## config.mk

```make
export PLATFORM = sky130hd
export DESIGN_NAME = newton_square_root_core
export DESIGN_NICKNAME = d
export VERILOG_FILES = /design/src/rtl/core/nsr_pkg.sv /design/src/rtl/core/nsr_divider.sv /design/src/rtl/core/nsr_sequencer.sv /design/src/rtl/core/newton_square_root_core.sv
export SDC_FILE = /design/constraint.sdc
export NUM_CORES = 1
export LEC_CHECK = 0
export BUFFER_PORTS_ARGS = -buffer_cell sky130_fd_sc_hd__buf_2
export CAP_MARGIN = 20
export CORE_ASPECT_RATIO = 2
export CORE_MARGIN = 8
export CORE_UTILIZATION = 45
export DETAILED_ROUTE_END_ITERATION = 6
export PLACE_DENSITY = 0.65
export SLEW_MARGIN = 40
export SYNTH_ARGS = -nofsm -noshare
export SYNTH_HDL_FRONTEND = slang
export SYNTH_SLANG_ARGS = --single-unit
```

## constraint.sdc

```tcl
create_clock -name clk_i -period 5.8 [get_ports clk_i]
set_clock_uncertainty 0.15 [all_clocks]
set_input_delay 1.16 -clock clk_i [delete_from_list [all_inputs] [get_ports clk_i]]
set_output_delay 1.16 -clock clk_i [all_outputs]
set_load 0.02 [all_outputs]
```

## src/rtl/core/nsr_pkg.sv

```systemverilog
`default_nettype none
package nsr_pkg;

  // Fixed-point format and iteration count
  localparam int unsigned DataW       = 32;
  localparam int unsigned FracBits    = 16;
  localparam int unsigned NewtonSteps = 10;

  // Shifted dividend width and counter widths
  localparam int unsigned NumW     = DataW + FracBits;
  localparam int unsigned DivCntW  = $clog2(NumW);
  localparam int unsigned IterW    = $clog2(NewtonSteps + 1);
  localparam int unsigned PcW      = 3;

  // Datapath operation selected by a control word
  typedef enum logic [2:0] {
    OP_NOP,
    OP_ACCEPT,
    OP_DIV_START,
    OP_DIV_WAIT,
    OP_UPDATE,
    OP_EMIT
  } nsr_op_e;

  // Jump condition of a control word; the sequencer falls through when false
  typedef enum logic [2:0] {
    COND_NEVER,
    COND_ALWAYS,
    COND_IN_IDLE,
    COND_NONPOS,
    COND_DIV_BUSY,
    COND_ITER_MORE,
    COND_OUT_BLOCKED
  } nsr_cond_e;

  typedef struct packed {
    nsr_op_e        op;
    nsr_cond_e      cond;
    logic [PcW-1:0] target;
  } nsr_uword_t;

  // Status flags from the datapath that the sequencer branches on
  typedef struct packed {
    logic in_idle;
    logic nonpos;
    logic div_busy;
    logic iter_more;
    logic out_blocked;
  } nsr_flags_t;

  // Step addresses
  localparam logic [PcW-1:0] PC_ACCEPT = 3'd0;
  localparam logic [PcW-1:0] PC_CHECK  = 3'd1;
  localparam logic [PcW-1:0] PC_START  = 3'd2;
  localparam logic [PcW-1:0] PC_WAIT   = 3'd3;
  localparam logic [PcW-1:0] PC_UPDATE = 3'd4;
  localparam logic [PcW-1:0] PC_EMIT   = 3'd5;
  localparam logic [PcW-1:0] PC_WRAP   = 3'd6;

  // Control program
  function automatic nsr_uword_t ucode_rom(input logic [PcW-1:0] pc);
    nsr_uword_t w;
    case (pc)
      PC_ACCEPT: w = '{op: OP_ACCEPT,    cond: COND_IN_IDLE,     target: PC_ACCEPT};
      PC_CHECK:  w = '{op: OP_NOP,       cond: COND_NONPOS,      target: PC_EMIT};
      PC_START:  w = '{op: OP_DIV_START, cond: COND_NEVER,       target: PC_ACCEPT};
      PC_WAIT:   w = '{op: OP_DIV_WAIT,  cond: COND_DIV_BUSY,    target: PC_WAIT};
      PC_UPDATE: w = '{op: OP_UPDATE,    cond: COND_ITER_MORE,   target: PC_START};
      PC_EMIT:   w = '{op: OP_EMIT,      cond: COND_OUT_BLOCKED, target: PC_EMIT};
      PC_WRAP:   w = '{op: OP_NOP,       cond: COND_ALWAYS,      target: PC_ACCEPT};
      default:   w = '{op: OP_NOP,       cond: COND_ALWAYS,      target: PC_ACCEPT};
    endcase
    return w;
  endfunction

endpackage
`default_nettype wire

```

## src/rtl/core/nsr_divider.sv

```systemverilog
`default_nettype none
module nsr_divider (
  input  wire logic                      clk_i,
  input  wire logic                      rst_ni,
  input  wire logic                      start_i,
  input  wire logic [nsr_pkg::NumW-1:0]  dividend_i,
  input  wire logic [nsr_pkg::DataW-1:0] divisor_i,
  output logic                           busy_o,
  output logic [nsr_pkg::DataW-1:0]      quotient_o
);
  import nsr_pkg::*;

  localparam logic [DivCntW-1:0] LastCnt = DivCntW'(NumW - 1);

  logic               busy_q, busy_d;
  logic [DivCntW-1:0] cnt_q, cnt_d;
  logic [NumW-1:0]    work_q, work_d;
  logic [DataW-1:0]   rem_q, rem_d;
  logic [DataW-1:0]   div_q, div_d;
  logic [DataW:0]     rem_sh;
  logic               ge;
  logic               sat;

  // One restoring step: shift in the next dividend bit, subtract if it fits
  always_comb begin
    rem_sh = {rem_q, work_q[NumW-1]};
    ge     = rem_sh >= {1'b0, div_q};
  end

  always_comb begin
    busy_d = busy_q;
    cnt_d  = cnt_q;
    work_d = work_q;
    rem_d  = rem_q;
    div_d  = div_q;
    if (start_i) begin
      busy_d = 1'b1;
      cnt_d  = LastCnt;
      work_d = dividend_i;
      rem_d  = '0;
      div_d  = divisor_i;
    end else if (busy_q) begin
      rem_d  = ge ? DataW'(rem_sh - {1'b0, div_q}) : rem_sh[DataW-1:0];
      work_d = {work_q[NumW-2:0], ge};
      cnt_d  = cnt_q - DivCntW'(1);
      if (cnt_q == '0) begin
        busy_d = 1'b0;
      end
    end
  end

  always_ff @(posedge clk_i or negedge rst_ni) begin
    if (!rst_ni) begin
      busy_q <= 1'b0;
      cnt_q  <= '0;
    end else begin
      busy_q <= busy_d;
      cnt_q  <= cnt_d;
    end
  end

  always_ff @(posedge clk_i) begin
    work_q <= work_d;
    rem_q  <= rem_d;
    div_q  <= div_d;
  end

  // Quotient saturates to the data width
  assign sat        = |(work_q >> DataW);
  assign quotient_o = sat ? '1 : work_q[DataW-1:0];
  assign busy_o     = busy_q;

endmodule
`default_nettype wire

```

## src/rtl/core/nsr_sequencer.sv

```systemverilog
`default_nettype none
module nsr_sequencer (
  input  wire logic                clk_i,
  input  wire logic                rst_ni,
  input  wire nsr_pkg::nsr_flags_t flags_i,
  output nsr_pkg::nsr_op_e         op_o
);
  import nsr_pkg::*;

  logic [PcW-1:0] pc_q, pc_d;
  nsr_uword_t     uword;
  logic           take;

  assign uword = ucode_rom(pc_q);

  // Branch condition select
  always_comb begin
    case (uword.cond)
      COND_NEVER:       take = 1'b0;
      COND_ALWAYS:      take = 1'b1;
      COND_IN_IDLE:     take = flags_i.in_idle;
      COND_NONPOS:      take = flags_i.nonpos;
      COND_DIV_BUSY:    take = flags_i.div_busy;
      COND_ITER_MORE:   take = flags_i.iter_more;
      COND_OUT_BLOCKED: take = flags_i.out_blocked;
      default:          take = 1'b1;
    endcase
    pc_d = take ? uword.target : pc_q + PcW'(1);
  end

  always_ff @(posedge clk_i or negedge rst_ni) begin
    if (!rst_ni) begin
      pc_q <= PC_ACCEPT;
    end else begin
      pc_q <= pc_d;
    end
  end

  assign op_o = uword.op;

endmodule
`default_nettype wire

```

## src/rtl/core/newton_square_root_core.sv

```systemverilog
// Newton-Raphson square root, unsigned Q16.16 result from a signed Q16.16 operand.
//
// Input channel: in_valid_i / in_stall_o with value_i. A beat is taken when
// in_valid_i is high and in_stall_o is low. Output channel: out_valid_o /
// out_stall_i with root_o and nonpositive_o; one result beat per input beat.
//
// Zero or negative operands skip the iteration. Positive operands run 10
// Newton steps, each one 48-bit by 32-bit restoring division at one quotient
// bit per cycle (a step: start, divide, see the divider done, update). One
// operand is in work at a time; the next input beat is taken only after the
// result of the last one has gone into the output register. For positive
// operands the pace is set by the serial divider.
//
// The result sits in an output register, so the next operand is taken while a
// result waits. If the receiver stalls and a second result is ready, the
// control program holds until the output register frees up.
// Reset clears the program counter, the output valid flag and the divider busy flag; no item is in flight.
`default_nettype none
module newton_square_root_core (
  input  wire logic                      clk_i,
  input  wire logic                      rst_ni,
  input  wire logic                      in_valid_i,
  output logic                           in_stall_o,
  input  wire logic signed [31:0]        value_i,
  output logic                           out_valid_o,
  input  wire logic                      out_stall_i,
  output logic [nsr_pkg::DataW-1:0]      root_o,
  output logic                           nonpositive_o
);
  import nsr_pkg::*;

  nsr_op_e          op;
  nsr_flags_t       flags;
  logic             in_beat;
  logic             out_blocked;
  logic             emit_load;
  logic             div_busy;
  logic [DataW-1:0] quotient;

  logic [DataW-1:0] value_q, value_d;
  logic [DataW-1:0] guess_q, guess_d;
  logic             nonpos_q, nonpos_d;
  logic [IterW-1:0] iter_q, iter_d;
  logic             out_valid_q, out_valid_d;
  logic [DataW-1:0] root_q, root_d;
  logic             out_nonpos_q, out_nonpos_d;

  logic [DataW-1:0] half_val;
  logic [DataW:0]   sum;
  logic [DataW-1:0] half_sum;

  // Handshake
  assign in_stall_o  = (op != OP_ACCEPT);
  assign in_beat     = in_valid_i && !in_stall_o;
  assign out_blocked = out_valid_q && out_stall_i;
  assign emit_load   = (op == OP_EMIT) && !out_blocked;

  assign flags = '{
    in_idle:     !in_valid_i,
    nonpos:      nonpos_q,
    div_busy:    div_busy,
    iter_more:   (iter_q != IterW'(1)),
    out_blocked: out_blocked
  };

  nsr_sequencer u_seq (
    .clk_i   (clk_i),
    .rst_ni  (rst_ni),
    .flags_i (flags),
    .op_o    (op)
  );

  nsr_divider u_div (
    .clk_i      (clk_i),
    .rst_ni     (rst_ni),
    .start_i    (op == OP_DIV_START),
    .dividend_i (NumW'(value_q) << FracBits),
    .divisor_i  (guess_q),
    .busy_o     (div_busy),
    .quotient_o (quotient)
  );

  // Start guess and Newton update, each floored at one LSB
  assign half_val = DataW'(value_i) >> 1;
  assign sum      = {1'b0, guess_q} + {1'b0, quotient};
  assign half_sum = sum[DataW:1];

  always_comb begin
    value_d  = value_q;
    guess_d  = guess_q;
    nonpos_d = nonpos_q;
    iter_d   = iter_q;
    case (op)
      OP_ACCEPT: begin
        if (in_beat) begin
          value_d  = DataW'(value_i);
          guess_d  = (half_val == '0) ? DataW'(1) : half_val;
          nonpos_d = value_i[31] || (value_i == '0);
          iter_d   = IterW'(NewtonSteps);
        end
      end
      OP_UPDATE: begin
        guess_d = (half_sum == '0) ? DataW'(1) : half_sum;
        iter_d  = iter_q - IterW'(1);
      end
      default: begin
      end
    endcase
  end

  // Output register
  always_comb begin
    out_valid_d  = out_valid_q && out_stall_i;
    root_d       = root_q;
    out_nonpos_d = out_nonpos_q;
    if (emit_load) begin
      out_valid_d  = 1'b1;
      root_d       = nonpos_q ? '0 : guess_q;
      out_nonpos_d = nonpos_q;
    end
  end

  always_ff @(posedge clk_i or negedge rst_ni) begin
    if (!rst_ni) begin
      out_valid_q <= 1'b0;
      nonpos_q    <= 1'b0;
      iter_q      <= '0;
    end else begin
      out_valid_q <= out_valid_d;
      nonpos_q    <= nonpos_d;
      iter_q      <= iter_d;
    end
  end

  always_ff @(posedge clk_i) begin
    value_q      <= value_d;
    guess_q      <= guess_d;
    root_q       <= root_d;
    out_nonpos_q <= out_nonpos_d;
  end

  assign out_valid_o   = out_valid_q;
  assign root_o        = root_q;
  assign nonpositive_o = out_nonpos_q;

  // Checks
  a_no_restart: assert property (@(posedge clk_i) disable iff (!rst_ni)
    (op == OP_DIV_START) |-> !div_busy)
    else $error("divider started while busy");

  a_nonpos_zero: assert property (@(posedge clk_i) disable iff (!rst_ni)
    (out_valid_o && nonpositive_o) |-> (root_o == '0))
    else $error("nonpositive result with nonzero root");

  a_pos_nonzero: assert property (@(posedge clk_i) disable iff (!rst_ni)
    (out_valid_o && !nonpositive_o) |-> (root_o != '0))
    else $error("positive operand gave zero root");

  a_iter_load: assert property (@(posedge clk_i) disable iff (!rst_ni)
    in_beat |=> (iter_q == IterW'(NewtonSteps)))
    else $error("step counter not loaded on input beat");

endmodule
`default_nettype wire
```

---- Word level (Yosys, flattened, before mapping) ----
Cells that the tools add are included.
storage, ports and cells
  flip-flop bits (word level) ............. 225
  input port bits ......................... 36
  output and inout bits ................... 35
  word-level logic and storage cells ...... 74
operators by class
  add/sub/neg operators ................... 5
  magnitude comparators ................... 1
  equal/unequal tests ..................... 17
  multiplexer cells ....................... 19
  reduce and logical (&&, ||, !) cells .... 18
operators by type and width
  kind                 number
  $mux 32              4
  $logic_not 32->1     3
  $mux 48              2
  $pmux 32 s2          1
  $pmux 9 s6           1
  $add 32x32->33       1
  $ge 33x32->1         1
  $sub 32x32->32       1
  $mux 31              1
  $eq 3x3->1 const B   7
  $reduce_or 16->1     1
  $eq 3x2->1 const B   5
  $mux 6               2
  $pmux 4 s2           1
  $eq 3x1->1 const B   2
  $logic_not 3->1      2
  $logic_not 6->1      1
  $pmux 1 s6           1
  $sub 6x1->6 const B  1
  $mux 1               4
  $mux 4               1
  $ne 4x1->1 const B   1
  $reduce_and 2->1     2
  $reduce_bool 2->1    2
  8 further kinds      12

---- Longest topological paths before layout ----
Gate-level depths: netlist (run 1).
  depth after elaboration ................. 7
  mapped depth ............................ 16
  gate-level depth less buffers ........... 14

---- Modules after synthesis ----
Synthesis (run 1) repeated with hierarchy kept, for this count alone.
unflattened totals
  cells, all modules ...................... 1266
  area, all modules ....................... 13339.0 um^2
modules (own cells, without submodules)
  module                   instances  cells an instance  area each (um^2)  seq. area each (um^2)
  nsr_divider              1          654                6919.1            3218.1
  newton_square_root_core  1          568                6033.3            3062.9
  nsr_sequencer            1          44                 386.6             75.1

---- Least setup slack after synthesis (run 1) ----
No wires, ideal clock.
  kind .................................... register to register
  start ................................... register u_div.work_q[36]
  end ..................................... register guess_q[30], data pin
  setup time .............................. 267 ps
  arrival time ............................ 3543 ps
  data required time ...................... 5383 ps
  setup slack ............................. 1840 ps
  cell stages (with the launch flop) ...... 16
  path buffers ............................ 2
  clock period less this slack ............ 3960 ps
  cells stage by stage .................... edfxtp_1 > nor4_1 > nand4_1 > clkbuf_1 > or2_2 > ha_1 > buf_2 > a21oi_1 > o211ai_1 > a221oi_1 > o21ai_1 > a21o_1 > a31oi_1 > o21ai_0 > a211oi_1 > o21ai_0
between the ends
  cells in the longest elaborated chain, start to end .. 6
RTL lines
  element                 RTL line                        text
  start, declared         nsr_divider.sv:17               logic [NumW-1:0] work_q, work_d;
  start signal, assigned  nsr_divider.sv:63               work_q <= work_d;
  $reduce_or 16->1 (*)    nsr_divider.sv:69               assign sat = |(work_q >> DataW);
  $mux 32 (*)             nsr_divider.sv:70               assign quotient_o = sat ? '1 : work_q[DataW-1:0];
  $add 32x32->33 (*)      newton_square_root_core.sv:85   assign sum = {1'b0, guess_q} + {1'b0, quotient};
  $logic_not 32->1        newton_square_root_core.sv:103  guess_d = (half_sum == '0) ? DataW'(1) : half_sum;
  $mux 32 (*)             newton_square_root_core.sv:103
  $pmux 32 s2 (*)         newton_square_root_core.sv:93   case (op)
  via guess_d[30]         newton_square_root_core.sv:41   logic [DataW-1:0] guess_q, guess_d;
  end signal, assigned    newton_square_root_core.sv:137  guess_q <= guess_d;
  end, declared           newton_square_root_core.sv:41
Mark *: on every way through the listed nets, which the timed path passes. The rest lies on a longest branch.
A chain may end at the register's enable or synchronous reset.

---- Final worst setup path (run 1) ----
  start ................................... register u_div.work_q[42]
  end ..................................... register guess_q[0], data pin
Same word-level chain as after synthesis.

==> results.sh, run 1 <==
export IMPL_status="finished, final reports clean"
export IMPL_required_ps=6010
export IMPL_drv_slew=0
export IMPL_cp_end_kind="register"
export IMPL_r2r_start="u_div.work_q[42]"
export IMPL_clock_sinks=225
export IMPL_synth_top_flop_cell="edfxtp_1"
export IMPL_initial_core_util_pct=45.55
export IMPL_cts_tree="yes"
export IMPL_worst_setup_path_start_kind="register"
export IMPL_grt_ovfl_total=0
export IMPL_yosysTopAreaCell="edfxtp_1"
export IMPL_dpl_cell_count=1656
export IMPL_die_area_um2=34410
export IMPL_leakage_uw=0.005845
export IMPL_dpl_hpwl_um=25850
export IMPL_relSlewSlack_pct=52.62
export IMPL_grt_total_usage_pct=19.81
export IMPL_ir_drop_mv=0.3493
export IMPL_synth_top_cell_area_share_pct=37.79
export IMPL_min_period_over_period_pct=80.78
export IMPL_p_per_area_nw_per_um2=221.8
export IMPL_netlist_area_um2=12790
export IMPL_crit_chain="nor4_1, nand4_1, buf_4, or2_2, fa_1, a21o_2, a221oi_2, a211o_1, a21oi_1, or3_1, o2bb2a_1, o2111ai_1, nor4b_2, nand4b_1, o21ai_1"
export IMPL_design_area_um2=14150
export IMPL_yosysUniqueCellTypes=79
export IMPL_min_path_cells=1
export IMPL_tightestPinTransition_ps=710.7
export IMPL_syn_instance_count=1276
export IMPL_drtIter0Drc=502
export IMPL_fin_crit_ps=4685
export IMPL_syn_area_per_cell_um2=10.03
export IMPL_crit_path_max_incr_delay_ps=450
export IMPL_io_buffer_count=70
export IMPL_rsz0062_at_grt="no"
export IMPL_holdPathEnd="iter_q[3]"
export IMPL_cp_max_fo=34
export IMPL_worst_skew_pair_late_latency_ps=510
export IMPL_ys_ff_latch=225
export IMPL_nFillCells=2632
export IMPL_core_area_um2=28080
export IMPL_use_met3_pct=2.130
export IMPL_clk_path_buf_depth=3
export IMPL_rows=87
export IMPL_drive_above_1_share_pct=13.09
export IMPL_gp_congestion=0.9928
export IMPL_cts_hold_fix_buffers=0
export IMPL_synth_fp_nets=1389
export IMPL_io_pins=71
export IMPL_antenna_found_initial=0
export IMPL_die_x_um=135.2
export IMPL_setup_violations=0
export IMPL_max_cap_viol_count=0
export IMPL_area_delta_synth_final_pct=10.59
export IMPL_critPathKind="register to register"
export IMPL_hold_violations=0
export IMPL_ctsResizeCount=0
export IMPL_placed_area_um2=13460
export IMPL_grt_pass1_vias=10060
export IMPL_grt_max_degree=103
export IMPL_post_cts_buffers=0
export IMPL_yosys_warnings=0
export IMPL_ys_seq_area_share_pct=48.43
export IMPL_gr_max_usage_layer="met2"
export IMPL_dr_total_vias=9670
export IMPL_grtUsageMet1_pct=19.48
export IMPL_drc=0
export IMPL_wl_per_cell_um=19.92
export IMPL_antenna_left=0
export IMPL_ff2ff_setup_slack_ps=1110
export IMPL_layout_cells_non_filler=1693
export IMPL_r2r_cells=15
export IMPL_cp_slowest_cell="a221oi_2"
export IMPL_cts_made_buffers=21
export IMPL_grt_pass1_wl_um=53030
export IMPL_num_antenna_cells=0
export IMPL_synth_edf_count=161
export IMPL_critPathArrivalTime_ps=4890
export IMPL_final_net_count=1436
export IMPL_fmax_ghz=0.2134
export IMPL_fin_tns_setup_ps=0
export IMPL_root_buffer="clkbuf_16"
export IMPL_die_y_um=254.5
export IMPL_synth_top_cells_by_area="edfxtp_1, dfxtp_1, ha_1"
export IMPL_use_met2_pct=38.21
export IMPL_clk_pin_slew_worst_paths_ps=70
export IMPL_vias_per_cell=5.712
export IMPL_cts_htree_levels=1
export IMPL_min_from="iter_q[3]"
export IMPL_holdCritPathClass="register to register"
export IMPL_r2r_end="guess_q[0]"
export IMPL_wirelength_um=33730
export IMPL_synthArstFlopShare_pct=7.111
export IMPL_power_uw=3138
export IMPL_firstDrtPassIters=6
routing by layer:
layer	vias to the layer above	wire, um
li1	4721	-
met1	4620	11910
met2	238	18710
met3	91	1130
met4	0	1973
met5	-	0
sequential cells by signal, indices dropped and copies added (netlist names):
register       cells
u_div.rem_q       32
u_div.busy_o       1
guess_q           32
nonpos_q           1
nonpositive_o      1
out_valid_o        1
u_div.work_q      48
u_seq.pc_q         3
root_o            32
u_div.cnt_q        6
u_div.div_q       32
iter_q             4
value_q           32
how the worst max path moves through the flow:
stage	from	end	slack [ps]	cells after the start
6_report	u_div.work_q[42]	guess_q[0]	1110	15
2_1_floorplan	u_div.work_q[36]	guess_q[30]	1840	15
5_1_grt	u_div.work_q[40]	guess_q[0]	770	15
3_3_place_gp	u_div.work_q[42]	guess_q[0]	1120	15
3_5_place_dp	u_div.work_q[42]	guess_q[0]	1090	15
4_1_cts	u_div.work_q[42]	guess_q[0]	1080	15
layout make-up:
cell class	instances	area (um2)	share of cell area, %
clock buffer	28	583.1	4.121
clock inverter	9	102.6	0.7251
inverter	60	226.5	1.601
multi-input combinational	934	6151	43.47
sequential	225	6200	43.82
tap	356	445.4	3.148
timing repair buffer	81	440.4	3.113
cell usage after synthesis, types with 16 or more instances:
library cell and count:
a21o_1 31, or2_2 33, nor4_1 17, nand3_1 19, xnor2_1 39, o21ai_0 122, edfxtp_1 161, nand4_1 18
dfrtp_1 16, nor2_1 61, inv_1 60, nor2b_1 43, clkbuf_1 44, nand2_1 160, a21oi_1 96, mux2i_1 44
xor2_1 20, dfxtp_1 48, ha_1 75
cells by family (layout without fill, tap and decap cells):
group,after synthesis,in the layout,share of synthesized area (%)
XOR/XNOR,59,59,4.039
multiplexers,49,49,3.883
adder cells (fa/ha/maj),77,77,7.648
flip-flops,225,225,48.43
AO/OA/AOI/OAI,335,335,16.29
buffers and inverters,117,178,3.677
AND/OR/NAND/NOR,414,414,16.03
placed cells by master (no fill, tap or decap), types with 6 or more instances in the layout:
master,synthesis,final
buf_4,2,9
o21ai_0,122,122
or2_2,33,33
xor2_1,20,20
nor4_1,17,17
a21oi_1,96,95
and3_1,14,14
o21a_1,8,8
mux2i_1,44,44
dfxtp_1,48,48
nand4_1,18,18
nor2_1,61,61
nand2b_1,6,6
nor3_1,14,14
a21o_1,31,31
xnor2_1,39,39
nand2_1,160,159
clkbuf_16,0,22
inv_1,60,58
ha_1,75,75
dfrtp_1,16,15
nand3_1,19,18
nor2b_1,43,43
edfxtp_1,161,161
buf_2,4,70
a31oi_1,6,6
a211oi_1,8,8
where the power goes:
part | switching (uW) | internal, uW | leakage, uW | total (uW)
clock | 593 | 799 | 0.000332 | 1390
sequential | 0.0000000000000485 | 1710 | 0.00216 | 1710
combinational | 24.4 | 13.9 | 0.00336 | 38.3
metrics by stage:
stage                     setup slack [ps]  util [%]  hold WS (ps)
final                                 1115     50.38         322.3
after global routing                 767.4     50.38         358.7
after global placement                1123     47.89         307.2
after floorplan                       1840         -         288.7
after detailed placement              1094     47.92         312.9
after CTS                             1083     50.37         326.0
worst max-delay path, delay by kind of cell, from the launching register on:
| kind | cells | cell delay, ps |
|---|---|---|
| and+or+nand+nor | 6 | 1650 |
| AOI/OAI and AO/OA | 7 | 1620 |
| DFF | 1 | 390 |
| buffers and inverters | 1 | 250 |
| adders and majority gates | 1 | 440 |
(Power assumes the default switching activity.)
==> run 2: changes to the inputs <==
- clock period: 5.8 -> 4.75 ns (I/O delays scaled with it)
==> run 2 against run 1 <==
  * Register-to-register slack lost 1000 ps
  * Cell count rose by 1.7%
  * Critical path type unchanged
  * Sequential power grew 22%
  * First-iteration DRC count rose by 20%
  * Die area is the same
  * Critical path depth increased by 1
==> results.sh, run 2 (synthesized netlist as in run 1, its figures left out) <==
export IMPL_cp_max_fo=9
export IMPL_ff2ff_setup_slack_ps=110
export IMPL_regMostFlops="u_div.work_q"
export IMPL_drv_slew=0
export IMPL_dr_total_vias=9893
export IMPL_final_cell_mix="edfxtp_1, nand2_1, o21ai_0"
export IMPL_ir_drop_mv=0.2588
export IMPL_drc=0
export IMPL_tightestPinTransition_ps=782.5
export IMPL_num_antenna_cells=0
export IMPL_gp_congestion=0.9781
export IMPL_endpoint="guess_q[0]"
export IMPL_relSlewSlack_pct=47.84
export IMPL_timing_hold_ws_ps=190.0
export IMPL_clk_pin_slew_worst_paths_ps=70
export IMPL_r2r_end="guess_q[0]"
export IMPL_status="finished, final reports clean"
export IMPL_p_per_area_nw_per_um2=280.3
export IMPL_grt_total_usage_pct=20.55
export IMPL_cp_common_cell="a21oi_2"
export IMPL_cp_end_kind="register"
export IMPL_firstDrtPassIters=5
export IMPL_worst_skew_pair_late_latency_ps=520
export IMPL_die_area_um2=34410
export IMPL_grt_pass1_wl_um=54830
export IMPL_root_buffer="clkbuf_16"
export IMPL_crit_start="u_div.work_q[39]"
export IMPL_nFillCells=2583
export IMPL_cp_slowest_cell="or3b_4"
export IMPL_antenna_left=0
export IMPL_grt_ovfl_total=0
export IMPL_largest_reg_flops=48
export IMPL_critPathArrivalTime_ps=4860
export IMPL_io_buffer_count=70
export IMPL_final_net_count=1462
export IMPL_wirelength_um=36080
export IMPL_holdCritPathClass="primary input to asynchronous set/reset pin"
export IMPL_crit_chain="nor4_2, nand4_1, buf_4, buf_12, or2_2, ha_1, nand2_1, nor4_1, a21oi_2, o211ai_2, or3b_4, a21oi_2, o2111ai_1, nor4b_2, nand4b_1, o21ai_1"
export IMPL_layout_cells_non_filler=1721
export IMPL_area_delta_synth_final_pct=14.00
export IMPL_cts_htree_levels=1
export IMPL_die_y_um=254.5
export IMPL_vias_per_cell=5.748
export IMPL_antenna_found_initial=0
export IMPL_wl_per_cell_um=20.96
export IMPL_die_x_um=135.2
export IMPL_fin_crit_ps=4635
export IMPL_grt_pass1_vias=10290
export IMPL_dpl_hpwl_um=27130
export IMPL_dpl_cell_count=1674
export IMPL_drtIter0Drc=603
export IMPL_io_pins=71
export IMPL_layout_commonest_cell="edfxtp_1"
export IMPL_leakage_uw=0.006057
export IMPL_crit_path_max_incr_delay_ps=470
export IMPL_cts_tree="yes"
export IMPL_clock_sinks=225
export IMPL_drive_above_1_share_pct=15.90
export IMPL_max_cap_viol_count=0
export IMPL_rows=87
export IMPL_core_area_um2=28080
export IMPL_fmax_ghz=0.2157
export IMPL_fin_tns_setup_ps=0
export IMPL_clk_path_buf_depth=3
export IMPL_initial_core_util_pct=45.55
export IMPL_min_period_over_period_pct=97.58
export IMPL_fin_util_pct=51.93
export IMPL_r2r_start="u_div.work_q[39]"
export IMPL_cts_made_buffers=22
export IMPL_hold_violations=0
export IMPL_r2r_cells=16
export IMPL_worst_setup_path_start_kind="register"
export IMPL_required_ps=4980
export IMPL_critPathKind="register to register"
export IMPL_grt_max_degree=70
export IMPL_setup_violations=0
## run 2: timing repair
| item | CTS | global route |
|---|---|---|
| buffers inserted | 0 | 5 |
| hold buffers | 0 | 0 |
| pin swaps | 0 | 7 |
| resized for setup | 1 | 14 |
| setup endpoints to repair | 1 | 4 |
| gates cloned | 0 | 2 |
## run 2: how the worst min path moves through the flow
stage | from | to | slack (ps) | cells past startpoint
floorplan | u_div.rem_q[31] | u_div.rem_q[31] | 290 | 2
global placement | iter_q[3] | iter_q[3] | 320 | 1
detailed placement | u_div.rem_q[31] | u_div.rem_q[31] | 330 | 2
CTS | rst_ni | u_div.cnt_q[3] | 190 | 1
global route | rst_ni | u_div.cnt_q[3] | 210 | 1
finish | rst_ni | u_div.cnt_q[3] | 190 | 1
## run 2: layer usage
metal	wire (um)	vias up	global-route usage, %
li1	-	4767	-
met1	12280	4764	19.42
met2	20120	260	40.03
met3	1253	102	2.189
met4	2421	0	13.91
met5	0	-	0
## run 2: worst max-delay path, delay by kind of cell (launching register included)
kind | cells | cell delay, ps
flops | 1 | 420
buf+inv | 2 | 350
compound gates | 5 | 890
simple gates | 8 | 2250
fa+ha+maj | 1 | 420
## run 2: cell type report
| type | instances | area [um2] | area share [%] |
|---|---|---|---|
| clock inverter | 14 | 203.9 | 1.398 |
| timing repair buffer | 106 | 683.2 | 4.684 |
| multi-input combinational | 934 | 6220 | 42.64 |
| sequential | 225 | 6200 | 42.51 |
| inverter | 60 | 226.5 | 1.553 |
| tap | 356 | 445.4 | 3.054 |
| clock buffer | 26 | 606.8 | 4.161 |
## run 2: power breakdown
group	internal [uW]	switching [uW]	total (uW)
Combinational	16.9	28.2	45.2
Sequential	2090	0.0000000000000605	2090
Clock	1190	770	1960
## run 2: through the flow
step                      instance area (um2)  setup slack, ps  total power (uW)
after floorplan                         12790            790.3              2139
after global placement                  13580            46.57              2173
after detailed placement                13620           -51.74              2174
after CTS                               14440            22.39              4128
after global routing                    14590           -15.37              4196
final                                   14590            114.9              4089
